## src/sacc_pkg.sv

```systemverilog
package sacc_pkg;

  localparam int FIELD_W = 24;
  localparam int FUNC_W  = 2;
  localparam int IDF_W   = 8;

  localparam logic [1:0] FUNC_ALLOC   = 2'd0;
  localparam logic [1:0] FUNC_FREE    = 2'd1;
  localparam logic [1:0] FUNC_COMPACT = 2'd2;
  localparam logic [1:0] FUNC_UNUSED  = 2'd3;

  localparam logic [1:0] ST_OK       = 2'd0;
  localparam logic [1:0] ST_NO_FIT   = 2'd1;
  localparam logic [1:0] ST_NO_ID    = 2'd2;
  localparam logic [1:0] ST_FULL     = 2'd3;

  localparam logic REG_MEMORY_SIZE = 1'b0;
  localparam logic REG_FIT_POLICY  = 1'b1;

  localparam logic [23:0] MEM_RESET = 24'd524288;

  typedef struct packed {
    logic [1:0]  func;
    logic [23:0] request_size;
    logic [7:0]  segment_id;
  } cmd_t;

  typedef struct packed {
    logic [1:0]  status;
    logic [23:0] block_address;
    logic [23:0] free_total;
  } rsp_t;

endpackage

```

## src/sacc_seg_mem.sv

```systemverilog
module sacc_seg_mem #(
  parameter int DEPTH = 64,
  parameter int WIDTH = 57
) (
  input  logic                     clk,
  input  logic                     we,
  input  logic [$clog2(DEPTH)-1:0] waddr,
  input  logic [WIDTH-1:0]         wdata,
  input  logic [$clog2(DEPTH)-1:0] raddr,
  output logic [WIDTH-1:0]         rdata
);
  logic [WIDTH-1:0] mem [DEPTH];

  always_ff @(posedge clk) begin
    if (we) begin
      mem[waddr] <= wdata;
    end
    rdata <= mem[raddr];
  end
endmodule

```

## src/segment_allocator_coalesce_compact_core.sv

```systemverilog
// Alloc and free walk the table in passes (scan, shift up or copy down, free sum),
// each entry read through one table memory with registered read data.
// Compact and the unused code take fewer passes.
// Throughput: one command at a time; busy is high from acceptance until the result.
// Reset: synchronous rst; one free segment of the reset memory size, first fit.
// The receiver cannot stall the result strobe.
module segment_allocator_coalesce_compact_core
  import sacc_pkg::*;
#(
  parameter int MAX_SEGMENTS = 64,
  parameter int ADDR_BITS    = 24,
  parameter int ID_BITS      = 8
) (
  input  logic        clk,
  input  logic        rst,
  input  logic        start,
  output logic        busy,
  input  cmd_t        cmd,
  output logic        done,
  output rsp_t        rsp,
  input  logic        cfg_we,
  input  logic        cfg_index,
  input  logic [23:0] cfg_data
);
  localparam int IW = (MAX_SEGMENTS > 1) ? $clog2(MAX_SEGMENTS) : 1;
  localparam int CW = $clog2(MAX_SEGMENTS + 1);
  localparam int EW = 2 * ADDR_BITS + 1 + ID_BITS;

  typedef struct packed {
    logic [ADDR_BITS-1:0] start;
    logic [ADDR_BITS-1:0] size;
    logic                 used;
    logic [ID_BITS-1:0]   id;
  } seg_t;

  typedef enum logic [4:0] {
    S_IDLE, S_SCAN_W, S_SCAN, S_DECIDE, S_SHIFT_W, S_SHIFT, S_PLACE, S_PLACE2,
    S_FREE_LW, S_FREE_L, S_REMOVE_W, S_REMOVE, S_COMPACT_W, S_COMPACT, S_SETTLE,
    S_SUM_W, S_SUM
  } state_t;

  state_t state;
  logic fit_policy;
  logic [CW-1:0] count;
  logic [CW-1:0] ptr;   // walk index
  logic [CW-1:0] pos;   // chosen / matched entry
  logic [CW-1:0] wr_n;  // compact write index
  logic [CW-1:0] rm_k;  // copy-down write index
  logic [1:0]    rm_left; // entries dropped by the merge
  logic found;
  logic [ADDR_BITS-1:0] best;
  logic [ADDR_BITS-1:0] acc_a, acc_b, total;
  logic [1:0] status;
  logic [ADDR_BITS-1:0] addr;
  cmd_t cur;
  seg_t prev_seg, hold_seg;

  // One table memory with a write port and a registered read port, driven by the sequencer.
  logic           we;
  logic [IW-1:0]  waddr, raddr;
  seg_t           wdata, rdata;
  logic [EW-1:0]  rdata_raw;

  sacc_seg_mem #(.DEPTH(MAX_SEGMENTS), .WIDTH(EW)) u_mem (
    .clk(clk), .we(we), .waddr(waddr), .wdata(wdata),
    .raddr(raddr), .rdata(rdata_raw)
  );
  assign rdata = seg_t'(rdata_raw);

  logic [ADDR_BITS-1:0] req;
  logic [ID_BITS-1:0]   cur_id;
  assign req    = ADDR_BITS'(cur.request_size);
  assign cur_id = ID_BITS'(cur.segment_id);
  assign busy   = (state != S_IDLE);

  // Read address follows the walk pointer.
  always_comb begin
    raddr = ptr[IW-1:0];
  end

  // Free merge: right neighbour is in rdata, left neighbour was kept during the scan.
  logic                 rfree, lfree;
  logic [ADDR_BITS-1:0] merge_size;
  always_comb begin
    rfree      = (ptr < count) && !rdata.used;
    lfree      = (pos != '0) && !prev_seg.used;
    merge_size = hold_seg.size + (rfree ? rdata.size : '0);
    if (lfree) begin
      merge_size = merge_size + prev_seg.size;
    end
  end

  always_ff @(posedge clk) begin
    if (rst) begin
      state       <= S_IDLE;
      fit_policy  <= 1'b0;
      count       <= CW'(1);
      ptr         <= '0;
      done        <= 1'b0;
      we          <= 1'b1;
      waddr       <= '0;
      wdata       <= '{start: '0, size: ADDR_BITS'(MEM_RESET), used: 1'b0, id: '0};
    end else begin
      we   <= 1'b0;
      done <= 1'b0;
      if (cfg_we) begin
        if (cfg_index == REG_MEMORY_SIZE) begin
          count       <= CW'(1);
          we          <= 1'b1;
          waddr       <= '0;
          wdata       <= '{start: '0, size: ADDR_BITS'(cfg_data), used: 1'b0,
                           id: '0};
        end else begin
          fit_policy <= cfg_data[0];
        end
      end
      case (state)
        S_IDLE: begin
          if (start) begin
            cur    <= cmd;
            status <= ST_OK;
            addr   <= '0;
            found  <= 1'b0;
            best   <= '0;
            ptr    <= '0;
            wr_n   <= '0;
            acc_a  <= '0;
            acc_b  <= '0;
            total  <= '0;
            case (cmd.func)
              FUNC_ALLOC, FUNC_FREE: state <= S_SCAN_W;
              FUNC_COMPACT:          state <= S_COMPACT_W;
              default:               state <= S_SUM_W;
            endcase
          end
        end
        // Wait for registered read data.
        S_SCAN_W: state <= S_SCAN;
        S_SCAN: begin
          if (ptr >= count) begin
            state <= S_DECIDE;
          end else if (cur.func == FUNC_ALLOC) begin
            if (!rdata.used && rdata.size >= req) begin
              if (!found || (fit_policy && rdata.size > best)) begin
                found    <= 1'b1;
                best     <= rdata.size;
                pos      <= ptr;
                hold_seg <= rdata;
              end
              // First fit stops at the first segment that fits.
              if (!fit_policy) begin
                state <= S_DECIDE;
              end else begin
                ptr   <= ptr + CW'(1);
                state <= S_SCAN_W;
              end
            end else begin
              ptr   <= ptr + CW'(1);
              state <= S_SCAN_W;
            end
          end else begin
            if (rdata.used && rdata.id == cur_id) begin
              found    <= 1'b1;
              pos      <= ptr;
              hold_seg <= rdata;
              state    <= S_DECIDE;
            end else begin
              prev_seg <= rdata;
              ptr      <= ptr + CW'(1);
              state    <= S_SCAN_W;
            end
          end
        end
        S_DECIDE: begin
          if (!found) begin
            status <= (cur.func == FUNC_ALLOC) ? ST_NO_FIT : ST_NO_ID;
            ptr    <= '0;
            state  <= S_SUM_W;
          end else if (cur.func == FUNC_ALLOC) begin
            if (count >= CW'(MAX_SEGMENTS)) begin
              status <= ST_FULL;
              ptr    <= '0;
              state  <= S_SUM_W;
            end else begin
              ptr   <= count - CW'(1);
              state <= S_SHIFT_W;
            end
          end else begin
            // Read the right neighbour of the freed entry.
            ptr   <= pos + CW'(1);
            state <= S_FREE_LW;
          end
        end
        // Move entries up by one from the top down to pos+1.
        S_SHIFT_W: begin
          if (ptr <= pos) begin
            state <= S_PLACE;
          end else begin
            state <= S_SHIFT;
          end
        end
        S_SHIFT: begin
          we    <= 1'b1;
          waddr <= IW'(ptr + CW'(1));
          wdata <= rdata;
          ptr   <= ptr - CW'(1);
          state <= S_SHIFT_W;
        end
        // Shrink the chosen free segment, then place the block at its top end.
        S_PLACE: begin
          we    <= 1'b1;
          waddr <= pos[IW-1:0];
          wdata <= '{start: hold_seg.start, size: hold_seg.size - req, used: 1'b0,
                     id: hold_seg.id};
          addr  <= hold_seg.start + (hold_seg.size - req);
          state <= S_PLACE2;
        end
        S_PLACE2: begin
          we    <= 1'b1;
          waddr <= IW'(pos + CW'(1));
          wdata <= '{start: addr, size: req, used: 1'b1, id: cur_id};
          count <= count + CW'(1);
          state <= S_SETTLE;
        end
        // Free: write the merged entry and set up the copy-down.
        S_FREE_LW: state <= S_FREE_L;
        S_FREE_L: begin
          we  <= 1'b1;
          ptr <= pos + CW'(1) + CW'(rfree);
          if (lfree) begin
            waddr   <= IW'(pos - CW'(1));
            wdata   <= '{start: prev_seg.start, size: merge_size, used: 1'b0,
                         id: prev_seg.id};
            rm_k    <= pos;
            rm_left <= {1'b0, rfree} + 2'd1;
          end else begin
            waddr   <= pos[IW-1:0];
            wdata   <= '{start: hold_seg.start, size: merge_size, used: 1'b0,
                         id: hold_seg.id};
            rm_k    <= pos + CW'(1);
            rm_left <= {1'b0, rfree};
          end
          state <= S_REMOVE_W;
        end
        // Copy the remaining entries down over the merged ones.
        S_REMOVE_W: begin
          if (rm_left == 2'd0 || ptr >= count) begin
            count <= count - CW'(rm_left);
            state <= S_SETTLE;
          end else begin
            state <= S_REMOVE;
          end
        end
        S_REMOVE: begin
          we    <= 1'b1;
          waddr <= rm_k[IW-1:0];
          wdata <= rdata;
          rm_k  <= rm_k + CW'(1);
          ptr   <= ptr + CW'(1);
          state <= S_REMOVE_W;
        end
        // Compact: pack used entries from address zero, gather free space.
        S_COMPACT_W: state <= S_COMPACT;
        S_COMPACT: begin
          if (ptr >= count) begin
            if (wr_n < CW'(MAX_SEGMENTS)) begin
              we    <= 1'b1;
              waddr <= wr_n[IW-1:0];
              wdata <= '{start: acc_a, size: acc_b, used: 1'b0, id: '0};
              count <= wr_n + CW'(1);
            end else begin
              count <= wr_n;
            end
            state <= S_SETTLE;
          end else begin
            if (rdata.used) begin
              we    <= 1'b1;
              waddr <= wr_n[IW-1:0];
              wdata <= '{start: acc_a, size: rdata.size, used: 1'b1, id: rdata.id};
              acc_a <= acc_a + rdata.size;
              wr_n  <= wr_n + CW'(1);
            end else begin
              acc_b <= acc_b + rdata.size;
            end
            ptr   <= ptr + CW'(1);
            state <= S_COMPACT_W;
          end
        end
        // Let the last table write land before the free sum reads it.
        S_SETTLE: begin
          ptr   <= '0;
          state <= S_SUM_W;
        end
        S_SUM_W: state <= S_SUM;
        S_SUM: begin
          if (ptr >= count) begin
            done  <= 1'b1;
            rsp   <= '{status: status, block_address: 24'(addr), free_total: 24'(total)};
            state <= S_IDLE;
          end else begin
            if (!rdata.used) begin
              total <= total + rdata.size;
            end
            ptr   <= ptr + CW'(1);
            state <= S_SUM_W;
          end
        end
        default: state <= S_IDLE;
      endcase
    end
  end

  a_done_idle: assert property (@(posedge clk) disable iff (rst) done |-> !busy);
  a_accept_busy: assert property (@(posedge clk) disable iff (rst)
    (start && !busy) |=> busy);
  a_count_range: assert property (@(posedge clk) disable iff (rst)
    (count != '0) && (count <= CW'(MAX_SEGMENTS)));
endmodule
```

## config.mk

```make
export PLATFORM = sky130hd
export DESIGN_NAME = segment_allocator_coalesce_compact_core
export DESIGN_NICKNAME = d
export VERILOG_FILES = /design/src/sacc_pkg.sv /design/src/sacc_seg_mem.sv /design/src/segment_allocator_coalesce_compact_core.sv
export SDC_FILE = /design/constraint.sdc
export NUM_CORES = 2
export LEC_CHECK = 0
export BUFFER_PORTS_ARGS = -buffer_cell sky130_fd_sc_hd__buf_2
export CORE_ASPECT_RATIO = 2
export CORE_MARGIN = 2
export CORE_UTILIZATION = 42
export DETAILED_ROUTE_END_ITERATION = 7
export HOLD_SLACK_MARGIN = 0.06
export SLEW_MARGIN = 20
export SYNTH_ARGS = -nofsm -noshare
export SYNTH_HDL_FRONTEND = slang
export SYNTH_HIERARCHICAL = 1
export SYNTH_SLANG_ARGS = --single-unit
export TNS_END_PERCENT = 100
```

## constraint.sdc

```tcl
create_clock -name clk -period 21.8 [get_ports clk]
set_input_delay 3.27 -clock clk [delete_from_list [all_inputs] [get_ports clk]]
set_output_delay 3.27 -clock clk [all_outputs]
set_load 0.02 [all_outputs]
```

== Yosys cells after proc, flatten, opt, wreduce, memory -nomap -nowiden ==
Memories as Yosys holds them, arrays and structs flattened. A register that Yosys moved wholly into a read port is not among the register bits.
Index checks and enable logic that the tools add are counted.

* Output and inout port bits: 52
* Register bits: 428
* Input port bits: 63
* Memories: 1
* Bits in writable memories: 3,648

* Order comparisons: 7
* Add/subtract/negate cells: 18
* Multiplexer cells: 100
* Equality and inequality tests: 39
* Reduce and logical (&&, ||, !) cells: 45
* Bitwise gates (word level): 5

{| class="wikitable"
|+ Memories
! name !! depth !! bits a word !! read ports !! clocked after memory_dff !! wr ports !! line !! source
|-
| u_mem.mem || 64 || 57 || 1 || 1 || 1 || sacc_seg_mem.sv:12 || <nowiki>logic [WIDTH-1:0] mem [DEPTH];</nowiki>
|}

{| class="wikitable"
|+ Operator list
! cell !! number
|-
| $mux 57 || 10
|-
| $mux 24 || 13
|-
| $pmux 57 s5 || 1
|-
| $pmux 24 s2 || 5
|-
| $mux 7 || 22
|-
| $add 24x24->24 || 6
|-
| $pmux 5 s16 || 1
|-
| $pmux 7 s8 || 1
|-
| $eq 5x4->1 const B || 8
|-
| $mux 6 || 6
|-
| $pmux 6 s6 || 1
|-
| $add 7x1->7 const B || 5
|-
| $mux 5 || 6
|-
| $pmux 7 s2 || 2
|-
| $reduce_and 5->1 || 5
|-
| $ge 24x24->1 || 1
|-
| $gt 24x24->1 || 1
|-
| $sub 24x24->24 || 1
|-
| $pmux 7 s3 || 1
|-
| $eq 5x3->1 const B || 4
|-
| $ne 2x2->1 const B || 10
|-
| $mux 2 || 9
|-
| $ne 3x3->1 const B || 6
|-
| $mux 1 || 15
|-
| 39 further kinds || 74
|}

== Longest topological paths before layout ==
* Depth after elaboration: 8
* Gate-level depth with buffers: 29

== Modules after synthesis ==
Netlist, hierarchy kept.

{| class="wikitable"
|+ Modules (own cells, without submodules)
! module !! instances !! seq. area each (µm²) !! cells each !! area an instance (µm²)
|-
| sacc_seg_mem || 1 || 110,686.2 || 5,844 || 139,412.5
|-
| segment_allocator_coalesce_compact_core || 1 || 11,971.5 || 3,059 || 28,924.0
|}

== Least setup slack after synthesis ==
No wires, ideal clock.

* Path kind: in2reg
* Start: in rst
* End: reg prev_seg[0] in the netlist's numbering (enable)
* Arrival: 9.134 ns
* Stages on the path: 5
* Setup time: 0.613 ns
* Path buffers: 2
* Slack: 12.053 ns
* Data required time: 21.187 ns
* Path through: clkbuf_8 > clkbuf_8 > nor2_1 > nand2_1 > nor4_1

* Cells in the longest elaborated chain, start to end: 2

{| class="wikitable"
|+ Ends and longest elaborated chain
! item !! line !! source
|-
| from (decl) || segment_allocator_coalesce_compact_core.sv:15 || <nowiki>input logic rst,</nowiki>
|-
| $not 1->1 (no line) || n/a ||
|-
| $reduce_and 5->1 (no line) || n/a ||
|-
| to (signal assigned) || segment_allocator_coalesce_compact_core.sv:168 || <nowiki>prev_seg <= rdata;</nowiki>
|-
| to (decl) || segment_allocator_coalesce_compact_core.sv:56 || <nowiki>seg_t prev_seg, hold_seg;</nowiki>
|}

Every way passes these cells.
A chain may end at the register's enable or synchronous reset.

== Final worst setup path ==
* Start: reg ptr[0]
* End: reg, netlist name wdata[32]

* Cells in the longest elaborated chain, start to end: 8

{| class="wikitable"
|+ Ends and longest elaborated chain
! item !! line !! source
|-
| from (decl) || segment_allocator_coalesce_compact_core.sv:45 || <nowiki>logic [CW-1:0] ptr;</nowiki>
|-
| from (signal assigned) || segment_allocator_coalesce_compact_core.sv:154 || <nowiki>ptr <= ptr + CW'(1);</nowiki>
|-
| from (signal assigned) || segment_allocator_coalesce_compact_core.sv:158 || <nowiki>ptr <= ptr + CW'(1);</nowiki>
|-
| from (signal assigned) || segment_allocator_coalesce_compact_core.sv:169 || <nowiki>ptr <= ptr + CW'(1);</nowiki>
|-
| $lt 7x7->1 || segment_allocator_coalesce_compact_core.sv:85 || <nowiki>rfree = (ptr < count) && !rdata.used;</nowiki>
|-
| $logic_and 1x1->1 || segment_allocator_coalesce_compact_core.sv:85 ||
|-
| $mux 24 || segment_allocator_coalesce_compact_core.sv:87 || <nowiki>merge_size = hold_seg.size + (rfree ? rdata.size : '0);</nowiki>
|-
| $add 24x24->24 || segment_allocator_coalesce_compact_core.sv:87 ||
|-
| $add 24x24->24 || segment_allocator_coalesce_compact_core.sv:89 || <nowiki>merge_size = merge_size + prev_seg.size;</nowiki>
|-
| $mux 24 || segment_allocator_coalesce_compact_core.sv:88 || <nowiki>if (lfree) begin</nowiki>
|-
| $mux 57 || segment_allocator_coalesce_compact_core.sv:230 || <nowiki>if (lfree) begin</nowiki>
|-
| $pmux 57 s5 * || segment_allocator_coalesce_compact_core.sv:117 || <nowiki>case (state)</nowiki>
|}

Mark *: on every way between the ends. The rest lies on a longest branch, timed or not.

==> impl_results.md <==
* Outcome: complete, but fails checks
* Failing checks: DRC
* Worst-skew pair later-pin latency at around 0.96 ns
* Clk pin slew, worst setup/hold paths at 0.07 ns
* FFs w/ async S/R, synth at 0%
* Worst slew pin tran at 1.28 ns
* Global-route usage over all layers at a little over a quarter
* CTS tree: done
* Most common cell after layout, fill and taps aside: edfxtp_1
* Vias in the first global route at 94,900
* Peak VDD IR at approximately 85 µV
* Nets@finish at 9,543
* Unrepaired setup endpoints after global routing: no
* Largest net degree at the start of global routing at 119
* Design area at 188,000 µm²
* Starting density of the core at 42.2%
* Hold Violations, Final at 0
* Setup TNS at 0 ns
* Skew final at 0.0566 ns
* Share of layout cells above drive strength 1 at 23.2%
* DIE AREA at 406,000 µm²
* Post-DP HPWL at 359,000 µm
* WL final at 562,000 µm
* CTS buffer count at 348
* Power Total at around 23 mW
* Flop pwr share at 44.7%
* Min-Delay Path Class: reg -> reg
* Final std cells w/o fill at between 10,000 and 15,000
* Yosys warns at 6
* Area after DPL at 177,000 µm²
* Initial antenna violation count at 31
* Final setup fails at 0
* Postcts setup bufs at 0
* PortBufs at 114
* Worst Setup Start Kind: flip-flop
* Critical path class: reg -> reg
* P&R area growth vs syn at 11.6%
* Dpl cells at 14,200
* Drt pass-1 iters at 8
* Gp weighted congestion at 0.978
* Psw at about 7.4 mW
* Htree depth at 5
* Drt via density at 6.30
* Critical path endpoint category: flip-flop
* Post-Syn Nets at 9,215
* Final worst path period share at between 30 and 40%
* Switching share of power at 32.6%
* Sink Count at 4,132
* Part of the power in combinational logic at 27.5%
* #FFs+latches synth at 4,132
* Number of nets with antenna violations after routing at 0
* Die Ht at 899 µm
* Commonest non-fill, non-tap cells in the layout: edfxtp_1, mux4_2, nor2_1
* Final min period at 8.25 ns
* Post-synthesis sequential area ratio at 72.9%
* Core Area at 399,000 µm²
* Vias at 93,200
* CP Max Fanout at 43
* Rows at 328
* Clock root cell: clkbuf_16
* Yosys cell types at between 80 and 90
* DRC at 1
* Syn Inst Count at 8,903
* Synthesized area at between 150,000 and 200,000 µm²
* Pleak at 59.8 nW
* Syn avg cell area at 18.9 µm²
* Post-CTS Resized at 0
* First-pass GRT wire length at about 770,000 µm
* Clock share of power at around 28%
* # hold bufs at CTS at 0
* Cell-internal power at 15.2 mW
* Top FF cell, synth: edfxtp_1
* EDFF count, synth at 3,990
* Slew HR at 14.6%
* CP arrival at 9.10 ns
* WL/cell at approximately 38 µm
* Final Max Slew Viols at 0
* Top Ports at between 100 and 150
* Max Cap Viol at 0
* Worst-case clock buffer depth at 4
* GR Overflow Total at 0
* Number of DRC markers in iteration 0 at approximately 11,000
* Die Wd at 452 µm
* Maximum clock frequency at ~120 MHz
* Required time worst endpoint at 22.65 ns
* Power Density at 120 nW/µm²
## synthesized netlist by cell type, types with 62 or more instances
| master | count | area share, % |
|---|---|---|
| a21o_1 | 66 | 0.29 |
| clkbuf_1 | 240 | 0.54 |
| xnor2_1 | 117 | 0.61 |
| nand2_1 | 327 | 0.73 |
| a21oi_1 | 356 | 1.1 |
| xor2_1 | 62 | 0.32 |
| ha_1 | 241 | 1.8 |
| mux2_2 | 91 | 0.61 |
| buf_2 | 122 | 0.36 |
| o21ai_0 | 209 | 0.62 |
| dfxtp_1 | 142 | 1.7 |
| edfxtp_1 | 3990 | 71 |
| o221ai_1 | 83 | 0.43 |
| nor3_1 | 96 | 0.29 |
| mux4_2 | 971 | 13 |
| mux2i_1 | 93 | 0.55 |
| inv_1 | 110 | 0.25 |
| nor2_1 | 466 | 1.0 |
| nand3_1 | 63 | 0.19 |
| o22ai_1 | 222 | 0.83 |
| a211oi_1 | 66 | 0.29 |
## through the flow
step           util, %  hold slack (ns)  worst slack, ns
3_3_place_gp      44.3            0.410            13.40
4_1_cts           47.1            0.453            13.71
6_report          47.1            0.453            13.55
2_1_floorplan        -            0.400            12.05
5_1_grt           47.1            0.468            13.21
3_5_place_dp      44.3            0.412            13.77
## worst paths after layout
kind,start,slack [ns],cells after the start,end
setup reg to reg,ptr[0],13.55,27,wdata[32]
setup / recovery,ptr[0],13.55,27,wdata[32]
hold / removal,status[0],0.45,0,rsp[48]
hold reg to reg,status[0],0.45,0,rsp[48]
## per-layer routing
layer / vias to the layer above / track usage [%] / wire [µm]
met5: - / 0 / 34
met4: 4 / 18.8 / 46800
met3: 1510 / 3.65 / 35800
met2: 4562 / 50.0 / 301000
met1: 49900 / 28.8 / 178000
li1: 37200 / - / -
## power by group through the flow
stage	clock network, mW	registers (mW)	logic, mW
global route	6.64	10.1	6.55
global placement	0	10.2	6.10
detailed placement	0	10.3	6.15
finish	6.30	10.1	6.21
floorplan	0	10.2	3.68
CTS	6.39	10.1	6.17
## worst max-delay path, stage by stage (launching register included)
cell and delay, ns:
dfxtp_4 0.89, inv_1 0.23, ha_1 0.26, nor2b_1 0.13, o21ai_0 0.09, a21boi_1 1.00
nor3_2 0.14, buf_4 0.32, and2_1 0.21, ha_1 0.36, a211oi_1 0.13, o21ai_0 0.77
nand3_1 0.27, o211ai_1 0.37, a21o_1 0.28, a21o_1 0.17, a21oi_1 0.08, xnor2_1 0.22
ha_1 0.32, a21o_1 0.20, a21o_1 0.17, a221oi_1 0.46, or3_1 0.17, o211ai_1 0.09
nor3_1 0.28, xnor2_1 0.13, xnor2_1 0.14, a22o_1 0.24
## cell type report
cell class / instances / area (µm²)
clock inverters: 184 / 1750
clock buffers: 436 / 9300
well taps: 5280 / 6610
repair buffers: 447 / 3220
flip-flops and latches: 4132 / 123000
multi-input cells: 4188 / 43800
fillers: 33100 / 211000
inverters: 114 / 440
diodes: 12 / 30.0
## flip-flops by register name, summed over array words and instances (netlist names), 8 cells and up
signal,count
total,24
req,24
prev_seg,57
acc_b,24
hold_seg,56
wdata,57
u_mem/rdata,57
cur_id,8
rsp,50
acc_a,24
u_mem/mem,3648
best,24
addr,24
## cell families after synthesis
| family | after synthesis | synth area share (%) |
|---|---|---|
| AO/OA/AOI/OAI | 1349 | 5.20 |
| buffers and inverters | 583 | 1.54 |
| adder cells (fa/ha/maj) | 249 | 1.89 |
| flip-flops | 4132 | 72.9 |
| multiplexers | 1155 | 14.2 |
| XOR/XNOR | 179 | 0.931 |
| AND/OR/NAND/NOR | 1256 | 3.43 |
(Power assumes the default switching activity.)
